`config.mk`:
```
export PLATFORM = sky130hd
export DESIGN_NAME = peak_normalize_real_vector
export DESIGN_NICKNAME = d
export VERILOG_FILES = /design/src/design/pnrv_pkg.sv /design/src/design/peak_normalize_real_vector.sv /design/src/design/pnrv_ram.sv /design/src/design/pnrv_div.sv /design/src/design/pnrv_datapath.sv /design/src/design/pnrv_ctrl.sv
export VERILOG_INCLUDE_DIRS = /design/src /design/src/design
export SDC_FILE = /design/constraint.sdc
export NUM_CORES = 1
export LEC_CHECK = 0
export BUFFER_PORTS_ARGS = -buffer_cell sky130_fd_sc_hd__buf_2
export CORE_MARGIN = 4
export CORE_UTILIZATION = 67
export CTS_BUF_LIST = sky130_fd_sc_hd__clkbuf_16
export CTS_CLUSTER_DIAMETER = 200
export DETAILED_ROUTE_END_ITERATION = 10
export PLACE_DENSITY = 0.84
export SYNTH_ARGS = -nofsm -noshare
export SYNTH_HDL_FRONTEND = slang
export SYNTH_SLANG_ARGS = --single-unit
```
`constraint.sdc`:
```
create_clock -name clk_i -period 8.49 [get_ports clk_i]
set_clock_uncertainty 0.1 [all_clocks]
set_input_delay 0.849 -clock clk_i [delete_from_list [all_inputs] [get_ports clk_i]]
set_output_delay 0.849 -clock clk_i [all_outputs]
set_load 0.005 [all_outputs]
```
`src/design/peak_normalize_real_vector_defines.svh`:
```
// ----------------------------------------------------------------------------
// Peak normalise: shared assertion macros
// Immediate-implication and next-cycle forms, clocked on clk_i with reset off.
// ----------------------------------------------------------------------------
`ifndef PEAK_NORMALIZE_REAL_VECTOR_DEFINES_SVH
`define PEAK_NORMALIZE_REAL_VECTOR_DEFINES_SVH

// Same-cycle implication.
`define PNRV_ASSERT_NOW(lbl, ante, cons, msg) \
  lbl: assert property (@(posedge clk_i) disable iff (!rst_ni) (ante) |-> (cons)) \
    else $error(msg);

// Consequent checked in the cycle after the antecedent.
`define PNRV_ASSERT_NEXT(lbl, ante, cons, msg) \
  lbl: assert property (@(posedge clk_i) disable iff (!rst_ni) (ante) |=> (cons)) \
    else $error(msg);

`endif

```
`src/design/pnrv_pkg.sv`:
```
// ----------------------------------------------------------------------------
// pnrv_pkg
// Types and constants shared by the peak normaliser modules.
// ----------------------------------------------------------------------------
`default_nettype none

package pnrv_pkg;

  localparam int unsigned SampleW       = 16;
  localparam int unsigned ScaleW        = 32;
  localparam int unsigned MaxLenDefault = 64;
  // Divider dividend width: covers 2^(SampleW+15) + peak/2 and mag * 2^(SampleW-1) + peak/2.
  localparam int unsigned NumW  = ((SampleW + 16) > (2 * SampleW)) ? (SampleW + 16)
                                                                    : (2 * SampleW);
  localparam int unsigned StepW = $clog2(NumW + 1);

  typedef struct packed {
    logic signed [SampleW-1:0] sample;
    logic                      last;
  } pnrv_in_t;

  typedef struct packed {
    logic signed [SampleW-1:0] scaled;
    logic [ScaleW-1:0]         scale;
    logic                      end_of_run;
  } pnrv_out_t;

  // Controller to datapath.
  typedef struct packed {
    logic load;         // input request accepted
    logic start_scale;  // launch 1/peak division
    logic take_scale;   // capture the scale
    logic rd_en;        // read the next stored sample
    logic start_samp;   // launch sample/peak division
    logic emit;         // load the output register
  } pnrv_cmd_t;

  // Datapath to controller.
  typedef struct packed {
    logic div_busy;
    logic out_free;
    logic last_elem;
  } pnrv_stat_t;

endpackage

`default_nettype wire

```
`src/design/peak_normalize_real_vector.sv`:
```
// ----------------------------------------------------------------------------
// peak_normalize_real_vector
// Buffers a signed vector, then emits it divided by its peak magnitude.
// ----------------------------------------------------------------------------
// Usage
//   Input channel (in_valid_i / in_stall_o / in_data_i): one sample per request,
//   Q1.15 by default; the request with .last set closes the vector. Requests
//   are taken back to back while loading. Samples past MaxLen are dropped.
//   After the closing request the input stalls while the block forms
//   scale = 1/peak (Q16.16) on a bit-serial divider.
//   Each stored sample then takes a store read, a SampleW-step division on
//   the shared divider and an emit; the next read waits for that emit.
//   Output channel (out_valid_o / out_stall_i / out_data_o): one request per
//   stored sample, carrying the scaled sample, the scale and end_of_run on
//   the final one. A zero peak passes the samples through with scale 0.
//   The output register holds while out_stall_i is high; the sequencer waits
//   for it, and the next vector may load while the last result is pending.
//   Reset (rst_ni low, asynchronous) empties the vector and clears the peak;
//   store contents are not cleared and are never read before being written.
// ----------------------------------------------------------------------------
`default_nettype none

module peak_normalize_real_vector
  import pnrv_pkg::*;
#(
  parameter int unsigned MaxLen = MaxLenDefault  // store depth, 2 to 64
) (
  input  wire logic      clk_i,
  input  wire logic      rst_ni,
  input  wire logic      in_valid_i,
  output logic           in_stall_o,
  input  wire pnrv_in_t  in_data_i,
  output logic           out_valid_o,
  input  wire logic      out_stall_i,
  output pnrv_out_t      out_data_o
);

  pnrv_cmd_t  cmd;
  pnrv_stat_t stat;

  // Sequencer: owns all phase decisions.
  pnrv_ctrl u_ctrl (
    .clk_i      (clk_i),
    .rst_ni     (rst_ni),
    .in_valid_i (in_valid_i),
    .in_last_i  (in_data_i.last),
    .in_stall_o (in_stall_o),
    .stat_i     (stat),
    .cmd_o      (cmd)
  );

  // Store, peak, divider and output register.
  pnrv_datapath #(
    .MaxLen (MaxLen)
  ) u_datapath (
    .clk_i       (clk_i),
    .rst_ni      (rst_ni),
    .in_data_i   (in_data_i),
    .cmd_i       (cmd),
    .stat_o      (stat),
    .out_stall_i (out_stall_i),
    .out_valid_o (out_valid_o),
    .out_data_o  (out_data_o)
  );

endmodule

`default_nettype wire

```
`src/design/pnrv_ram.sv`:
```
// ----------------------------------------------------------------------------
// pnrv_ram
// Generic single-write, single-read RAM with registered read data.
// ----------------------------------------------------------------------------
`default_nettype none

module pnrv_ram #(
  parameter int unsigned Width = 16,
  parameter int unsigned Depth = 64
) (
  input  wire logic                     clk_i,
  input  wire logic                     we_i,
  input  wire logic [$clog2(Depth)-1:0] waddr_i,
  input  wire logic [Width-1:0]         wdata_i,
  input  wire logic                     re_i,
  input  wire logic [$clog2(Depth)-1:0] raddr_i,
  output logic      [Width-1:0]         rdata_o
);

  logic [Width-1:0] mem_q [Depth];
  logic [Width-1:0] rdata_q;

  always_ff @(posedge clk_i) begin
    if (we_i) begin
      mem_q[waddr_i] <= wdata_i;
    end
    if (re_i) begin
      rdata_q <= mem_q[raddr_i];
    end
  end

  assign rdata_o = rdata_q;

endmodule

`default_nettype wire

```
`src/design/pnrv_div.sv`:
```
// ----------------------------------------------------------------------------
// pnrv_div
// Restoring divider, one quotient bit per cycle, preloadable partial remainder.
// ----------------------------------------------------------------------------
`default_nettype none

module pnrv_div
  import pnrv_pkg::*;
(
  input  wire logic               clk_i,
  input  wire logic               rst_ni,
  input  wire logic               start_i,
  input  wire logic [SampleW-1:0] rem_i,      // initial partial remainder, < divisor
  input  wire logic [NumW-1:0]    dvd_i,      // dividend bits, MSB first
  input  wire logic [StepW-1:0]   steps_i,    // quotient bits to produce
  input  wire logic [SampleW-1:0] divisor_i,  // held stable while busy
  output logic                    busy_o,
  output logic      [NumW-1:0]    quot_o
);

  logic               busy_q;
  logic [StepW-1:0]   cnt_q;
  logic [SampleW-1:0] rem_q;
  logic [NumW-1:0]    dvd_q;
  logic [NumW-1:0]    quo_q;

  logic [SampleW:0]   shifted;
  logic [SampleW:0]   diff;
  logic               ge;
  logic [SampleW-1:0] rem_d;

  assign shifted = {rem_q, dvd_q[NumW-1]};
  assign ge      = shifted >= {1'b0, divisor_i};
  assign diff    = shifted - {1'b0, divisor_i};
  assign rem_d   = ge ? diff[SampleW-1:0] : shifted[SampleW-1:0];

  always_ff @(posedge clk_i or negedge rst_ni) begin
    if (!rst_ni) begin
      busy_q <= 1'b0;
      cnt_q  <= '0;
    end else if (start_i) begin
      busy_q <= 1'b1;
      cnt_q  <= steps_i;
    end else if (busy_q) begin
      cnt_q <= cnt_q - StepW'(1);
      if (cnt_q == StepW'(1)) begin
        busy_q <= 1'b0;
      end
    end
  end

  always_ff @(posedge clk_i) begin
    if (start_i) begin
      rem_q <= rem_i;
      dvd_q <= dvd_i;
      quo_q <= '0;
    end else if (busy_q) begin
      rem_q <= rem_d;
      dvd_q <= {dvd_q[NumW-2:0], 1'b0};
      quo_q <= {quo_q[NumW-2:0], ge};
    end
  end

  assign busy_o = busy_q;
  assign quot_o = quo_q;

endmodule

`default_nettype wire

```
`src/design/pnrv_datapath.sv`:
```
// ----------------------------------------------------------------------------
// pnrv_datapath
// Sample store, peak tracking, divider operand set-up and the output register.
// ----------------------------------------------------------------------------
`default_nettype none
`include "peak_normalize_real_vector_defines.svh"

module pnrv_datapath
  import pnrv_pkg::*;
#(
  parameter int unsigned MaxLen = MaxLenDefault
) (
  input  wire logic       clk_i,
  input  wire logic       rst_ni,
  input  wire pnrv_in_t   in_data_i,
  input  wire pnrv_cmd_t  cmd_i,
  output pnrv_stat_t      stat_o,
  input  wire logic       out_stall_i,
  output logic            out_valid_o,
  output pnrv_out_t       out_data_o
);

  localparam int unsigned CntW  = $clog2(MaxLen + 1);
  localparam int unsigned AddrW = $clog2(MaxLen);
  localparam logic [NumW-1:0] ScaleNum  = NumW'(1) << (SampleW + 15);
  localparam logic [NumW-1:0] ScaleMaxN = NumW'({ScaleW{1'b1}});
  localparam logic [SampleW:0] Half     = (SampleW + 1)'(1) << (SampleW - 1);

  logic [CntW-1:0]    fill_q;
  logic [SampleW-1:0] peak_q;
  logic [AddrW-1:0]   idx_q;
  logic [ScaleW-1:0]  scale_q;
  logic               out_valid_q;
  pnrv_out_t          out_q;

  logic               store_ok;
  logic [SampleW-1:0] in_mag;
  logic [SampleW-1:0] rd_raw;
  logic [SampleW-1:0] rd_mag;
  logic [SampleW-1:0] half_peak;
  logic [NumW-1:0]    scl_n;
  logic [NumW-1:0]    smp_n;
  logic               div_busy;
  logic [NumW-1:0]    quot;
  logic [SampleW-1:0] div_rem;
  logic [NumW-1:0]    div_dvd;
  logic [StepW-1:0]   div_steps;
  logic [SampleW:0]   q_s;
  logic [SampleW:0]   q_neg_lim;
  logic [SampleW:0]   q_neg;
  logic [SampleW-1:0] norm;
  logic               last_elem;
  logic               out_free;

  // Two's complement magnitude; the most negative code maps to 2^(SampleW-1).
  assign in_mag = in_data_i.sample[SampleW-1] ? (~in_data_i.sample + SampleW'(1))
                                              : in_data_i.sample;
  assign rd_mag = rd_raw[SampleW-1] ? (~rd_raw + SampleW'(1)) : rd_raw;

  assign store_ok  = fill_q < CntW'(MaxLen);
  assign half_peak = peak_q >> 1;
  assign scl_n     = ScaleNum + NumW'(half_peak);
  assign smp_n     = (NumW'(rd_mag) << (SampleW - 1)) + NumW'(half_peak);

  pnrv_ram #(
    .Width (SampleW),
    .Depth (MaxLen)
  ) u_store (
    .clk_i   (clk_i),
    .we_i    (cmd_i.load && store_ok),
    .waddr_i (fill_q[AddrW-1:0]),
    .wdata_i (in_data_i.sample),
    .re_i    (cmd_i.rd_en),
    .raddr_i (idx_q),
    .rdata_o (rd_raw)
  );

  // Sample quotient is at most 2^(SampleW-1), so SampleW steps suffice once
  // the top half of the dividend is preloaded as the partial remainder.
  always_comb begin
    if (cmd_i.start_samp) begin
      div_rem   = smp_n[2*SampleW-1:SampleW];
      div_dvd   = {smp_n[SampleW-1:0], {(NumW-SampleW){1'b0}}};
      div_steps = StepW'(SampleW);
    end else begin
      div_rem   = '0;
      div_dvd   = scl_n;
      div_steps = StepW'(NumW);
    end
  end

  pnrv_div u_div (
    .clk_i     (clk_i),
    .rst_ni    (rst_ni),
    .start_i   (cmd_i.start_scale || cmd_i.start_samp),
    .rem_i     (div_rem),
    .dvd_i     (div_dvd),
    .steps_i   (div_steps),
    .divisor_i (peak_q),
    .busy_o    (div_busy),
    .quot_o    (quot)
  );

  // Round-half-away quotient back to signed, saturating +1.0.
  assign q_s       = quot[SampleW:0];
  assign q_neg_lim = (q_s > Half) ? Half : q_s;
  assign q_neg     = ~q_neg_lim + (SampleW + 1)'(1);
  always_comb begin
    if (rd_raw[SampleW-1]) begin
      norm = q_neg[SampleW-1:0];
    end else if (q_s > Half - (SampleW + 1)'(1)) begin
      norm = SampleW'(Half - (SampleW + 1)'(1));
    end else begin
      norm = q_s[SampleW-1:0];
    end
  end

  assign last_elem = (CntW'(idx_q) + CntW'(1)) == fill_q;
  assign out_free  = !out_valid_q || !out_stall_i;

  always_ff @(posedge clk_i or negedge rst_ni) begin
    if (!rst_ni) begin
      fill_q      <= '0;
      peak_q      <= '0;
      idx_q       <= '0;
      out_valid_q <= 1'b0;
    end else begin
      if (cmd_i.load && store_ok) begin
        fill_q <= fill_q + CntW'(1);
        if (in_mag > peak_q) begin
          peak_q <= in_mag;
        end
      end
      if (cmd_i.start_scale) begin
        idx_q <= '0;
      end
      if (cmd_i.emit) begin
        idx_q <= idx_q + AddrW'(1);
        if (last_elem) begin
          fill_q <= '0;
          peak_q <= '0;
        end
      end
      if (cmd_i.emit) begin
        out_valid_q <= 1'b1;
      end else if (!out_stall_i) begin
        out_valid_q <= 1'b0;
      end
    end
  end

  always_ff @(posedge clk_i) begin
    if (cmd_i.take_scale) begin
      if (peak_q == '0) begin
        scale_q <= '0;
      end else if (quot > ScaleMaxN) begin
        scale_q <= '1;
      end else begin
        scale_q <= ScaleW'(quot);
      end
    end
    if (cmd_i.emit) begin
      out_q.scaled     <= (peak_q == '0) ? rd_raw : norm;
      out_q.scale      <= scale_q;
      out_q.end_of_run <= last_elem;
    end
  end

  assign stat_o.div_busy  = div_busy;
  assign stat_o.out_free  = out_free;
  assign stat_o.last_elem = last_elem;
  assign out_valid_o      = out_valid_q;
  assign out_data_o       = out_q;

  `PNRV_ASSERT_NOW(a_fill_bound, 1'b1, fill_q <= CntW'(MaxLen), "fill count beyond store depth")
  `PNRV_ASSERT_NOW(a_emit_free, cmd_i.emit, out_free, "output register overwritten")
  `PNRV_ASSERT_NEXT(a_drain_clears, cmd_i.emit && last_elem, (fill_q == '0) && (peak_q == '0),
                    "vector state not cleared after drain")

endmodule

`default_nettype wire

```
`src/design/pnrv_ctrl.sv`:
```
// ----------------------------------------------------------------------------
// pnrv_ctrl
// Sequencer: load, reciprocal, then per-sample read / divide / emit.
// ----------------------------------------------------------------------------
`default_nettype none
`include "peak_normalize_real_vector_defines.svh"

module pnrv_ctrl
  import pnrv_pkg::*;
(
  input  wire logic       clk_i,
  input  wire logic       rst_ni,
  input  wire logic       in_valid_i,
  input  wire logic       in_last_i,
  output logic            in_stall_o,
  input  wire pnrv_stat_t stat_i,
  output pnrv_cmd_t       cmd_o
);

  localparam logic [2:0] S_LOAD    = 3'd0;
  localparam logic [2:0] S_SCL_GO  = 3'd1;
  localparam logic [2:0] S_SCL_DIV = 3'd2;
  localparam logic [2:0] S_RD      = 3'd3;
  localparam logic [2:0] S_SMP_GO  = 3'd4;
  localparam logic [2:0] S_SMP_DIV = 3'd5;
  localparam logic [2:0] S_EMIT    = 3'd6;

  logic [2:0] state_q;
  logic [2:0] state_d;

  always_comb begin
    state_d = state_q;
    cmd_o   = '0;
    unique case (state_q)
      S_LOAD: begin
        cmd_o.load = in_valid_i;
        if (in_valid_i && in_last_i) begin
          state_d = S_SCL_GO;
        end
      end
      S_SCL_GO: begin
        cmd_o.start_scale = 1'b1;
        state_d           = S_SCL_DIV;
      end
      S_SCL_DIV: begin
        if (!stat_i.div_busy) begin
          cmd_o.take_scale = 1'b1;
          state_d          = S_RD;
        end
      end
      S_RD: begin
        cmd_o.rd_en = 1'b1;
        state_d     = S_SMP_GO;
      end
      S_SMP_GO: begin
        cmd_o.start_samp = 1'b1;
        state_d          = S_SMP_DIV;
      end
      S_SMP_DIV: begin
        if (!stat_i.div_busy) begin
          state_d = S_EMIT;
        end
      end
      S_EMIT: begin
        if (stat_i.out_free) begin
          cmd_o.emit = 1'b1;
          state_d    = stat_i.last_elem ? S_LOAD : S_RD;
        end
      end
      default: begin
        state_d = S_LOAD;
      end
    endcase
  end

  always_ff @(posedge clk_i or negedge rst_ni) begin
    if (!rst_ni) begin
      state_q <= S_LOAD;
    end else begin
      state_q <= state_d;
    end
  end

  assign in_stall_o = state_q != S_LOAD;

  `PNRV_ASSERT_NEXT(a_div_launch, state_q == S_SMP_GO, stat_i.div_busy, "divider did not start")
  `PNRV_ASSERT_NOW(a_no_load_in_div, stat_i.div_busy, in_stall_o, "input open during division")
  `PNRV_ASSERT_NEXT(a_drain_end, cmd_o.emit && stat_i.last_elem, state_q == S_LOAD,
                    "no return to load after final result")

endmodule

`default_nettype wire
```
==> results.ini <==
[sta]
hold_violations = 0
holdWs_ps = 227
worst_slew_pin_slew_ps = 1220
finalCritPeriodShare_pct = 54.2
grt_setup_unrepaired = false
setup-tns-final_ps = 0
slew_headroom_pct = 18.4
setup_viol = 0
slew_viol_final = 0
period_minus_slack_ps = 4600
fin_ws_ps = 3890
max_freq_mhz = 217

[finish]
utilization_pct = 74.6
fillCellCount = 3967
final_cell_mix = edfxtp_1 (1169), mux4_2 (192), nor2_1 (160)
fin_nets = 3062
layout-drive-gt1-share_pct = 19.2
syn_to_final_growth_pct = 10.5
mostFrequentLayoutCell = edfxtp_1

[status]
run_status = finished, final reports clean

[critical_path]
worstPathArrival_ps = 4910
cp_slowest_cell = dfrtp_4
path_buf_inv = 2
slowest_delay_ps = 1000
path_max_fanout = 49
endpoint_kind = flip-flop
startpoint = u_datapath.idx_q[0]
worstPathCellList = buf_4, buf_4, mux2_2, a21oi_1, o21ai_0, o22ai_1, o21ai_1, o21ai_1, a31oi_1
crit_required_ps = 8800
cp-start-kind = flip-flop
reg2reg_depth = 9
r2r_setup_slack_ps = 3890
cp.depth = 9
crit_family = buffers and inverters
cp-endpoint = u_datapath.u_store.rdata_o[8]
rr_endpoint = u_datapath.u_store.rdata_o[8]
r2r-start = u_datapath.idx_q[0]
path_class = reg -> reg

[synthesis]
synth_cell_type_count = 77
syn_avg_cell_area_um2 = 17.4
synth_edf_count = 1169
synth_area_um2 = 50200
ys_seq_area_share_pct = 73.2
ys_warn_count = 0
ys_ff_latch = 1241
synthFlopType = edfxtp_1
syn_nets = 2949
syn_inst = 2888
async_reset_ff_share_pct = 3.22

[floorplan]
core_um2 = 74300
start_util_pct = 67.5
die_h_um = 282
die-area_um2 = 79400
rows = 100
fp.dieW_um = 282
io_pins = 72

[pwr]
power.leakage_nw = 18.1
power.density_nw_per_um2 = 304
finalPower_mw = 16.9
ir_drop_v = 0.000231

[cts]
cts_made_buffers = 114
cts.sinks = 1241
htreeDepth = 3
holdBufCountCts = 0
cts_tree = yes
path_clk_slew_ps = 60
cts-root-buf = clkbuf_16
clockBufferDepth = 3
post_cts_resized = 0
worstSkewPairLatency_ps = 690
cts_setup_buffers = 0

[grt]
grtUsageMet2_pct = 52.1
grt_max_degree = 142
grt_util_met1_pct = 44.5
grt_pass1_wl_mm = 190
use_met3_pct = 7.62
grt.total_usage_pct = 33.0
grt_busiest_layer = met2
first_global_vias = 28700
antenna_found_initial = 3
overflow = 0

[route]
avgViaCountPerCell = 7.17
drcViolationCount = 0
drtIter0Drc = 4591
ant_nets = 0
drt-pass1-iter-count = 8
wl_mm = 130
via_count = 29200
post_drt_wl_per_cell_um = 32.0

[placement]
dp_hpwl_mm = 71.1
gp_routability_congestion = 0.885
preCtsSetupSlack_ps = 3230
numPortBuffers = 71

[run]
drv_cap = 0

[worst_hold_path]
hold_path.class = in -> async

## cell type report
| cell class | instances | area, µm² | share of cell area [%] |
|---|---|---|---|
| Timing Repair Buffer | 169 | 1120 | 2.01 |
| Clock inverter | 100 | 781 | 1.41 |
| Antenna cell | 4 | 10.0 | 0.0180 |
| Tap cell | 969 | 1210 | 2.19 |
| Clock buffer | 114 | 2850 | 5.14 |
| Multi-Input combinational cell | 1446 | 12600 | 22.8 |
| Sequential cell | 1241 | 36800 | 66.3 |
| Inverter | 29 | 109 | 0.196 |
## report_power, final
part | switching [mW] | internal (mW) | leakage, nW | total [mW]
Clock | 2.28 | 2.75 | 1.87 | 5.03
Sequential | 0.320 | 7.13 | 11.4 | 7.45
Combinational | 2.53 | 1.88 | 4.86 | 4.41
## cell usage after synthesis, drive strengths merged (21+ instances only)
master,count,area (µm²)
nand2,149,559
dfrtp,40,1000
a22oi,64,480
o221ai,53,464
ha,39,488
o22ai,29,181
o21ai,140,701
clkbuf,94,353
nor3,21,105
nand3,41,210
a21oi,103,515
xor2,21,184
edfxtp,1169,35100
mux2i,153,1530
mux4,192,4320
a31oi,25,156
nand3b,21,158
inv,28,105
mux2,33,372
and2,37,231
buf,78,420
dfxtp,32,641
xnor2,34,298
nor2,174,658
## worst min-delay path by stage
stage	from	to	slack, ps	cells after the start
final	rst_ni	u_datapath.out_valid_o	230	1
after global routing	rst_ni	u_datapath.peak_q[4]	290	1
after CTS	rst_ni	u_datapath.u_div.busy_o	250	1
after floorplan	u_datapath.scale_q[9]	u_datapath.out_data_o[10]	300	0
after global placement	u_datapath.scale_q[28]	u_datapath.out_data_o[29]	300	0
after detailed placement	u_datapath.scale_q[19]	u_datapath.out_data_o[20]	300	0
## layer usage
metal,share of wire (%),routed length (µm),vias to the layer above
met5,0.017,22,-
li1,-,-,11700
met2,47,61300,2417
met1,34,44800,14500
met4,6.2,8120,2
met3,12,15900,549
## per-stage QoR
step / instances / cell area [µm²]
final: 4072 / 55500
after global routing: 4069 / 55500
after CTS: 4068 / 55500
after detailed placement: 3854 / 51800
after global placement: 3854 / 51800
after floorplan: 2888 / 50200
## state kept, by name, indices dropped and copies added (netlist names)
register and cells:
u_datapath.scale_q 32, u_datapath.u_store.mem_q 1024, u_datapath.fill_q 7, u_datapath.out_valid_o 1, u_datapath.out_data_o 49, u_datapath.u_div.quot_o 32, u_datapath.u_div.dvd_q 32, u_datapath.u_div.rem_q 16
u_datapath.u_div.cnt_q 6, u_ctrl.state_q 3, u_datapath.idx_q 6, u_datapath.peak_q 16, u_datapath.u_store.rdata_o 16, u_datapath.u_div.busy_o 1
## cells by family (layout without fill, tap and decap cells)
| logic type | after synthesis | in the layout | synth area share [%] |
|---|---|---|---|
| flops | 1241 | 1241 | 73.2 |
| compound gates | 467 | 467 | 5.90 |
| mux | 378 | 378 | 12.4 |
| xor+xnor | 55 | 55 | 0.960 |
| buf+inv | 201 | 412 | 1.76 |
| other cells | 0 | 4 | 0 |
| simple gates | 506 | 506 | 4.77 |
| fa+ha+maj | 40 | 40 | 1.01 |
Note: power is estimated with default switching activity, not from simulation.
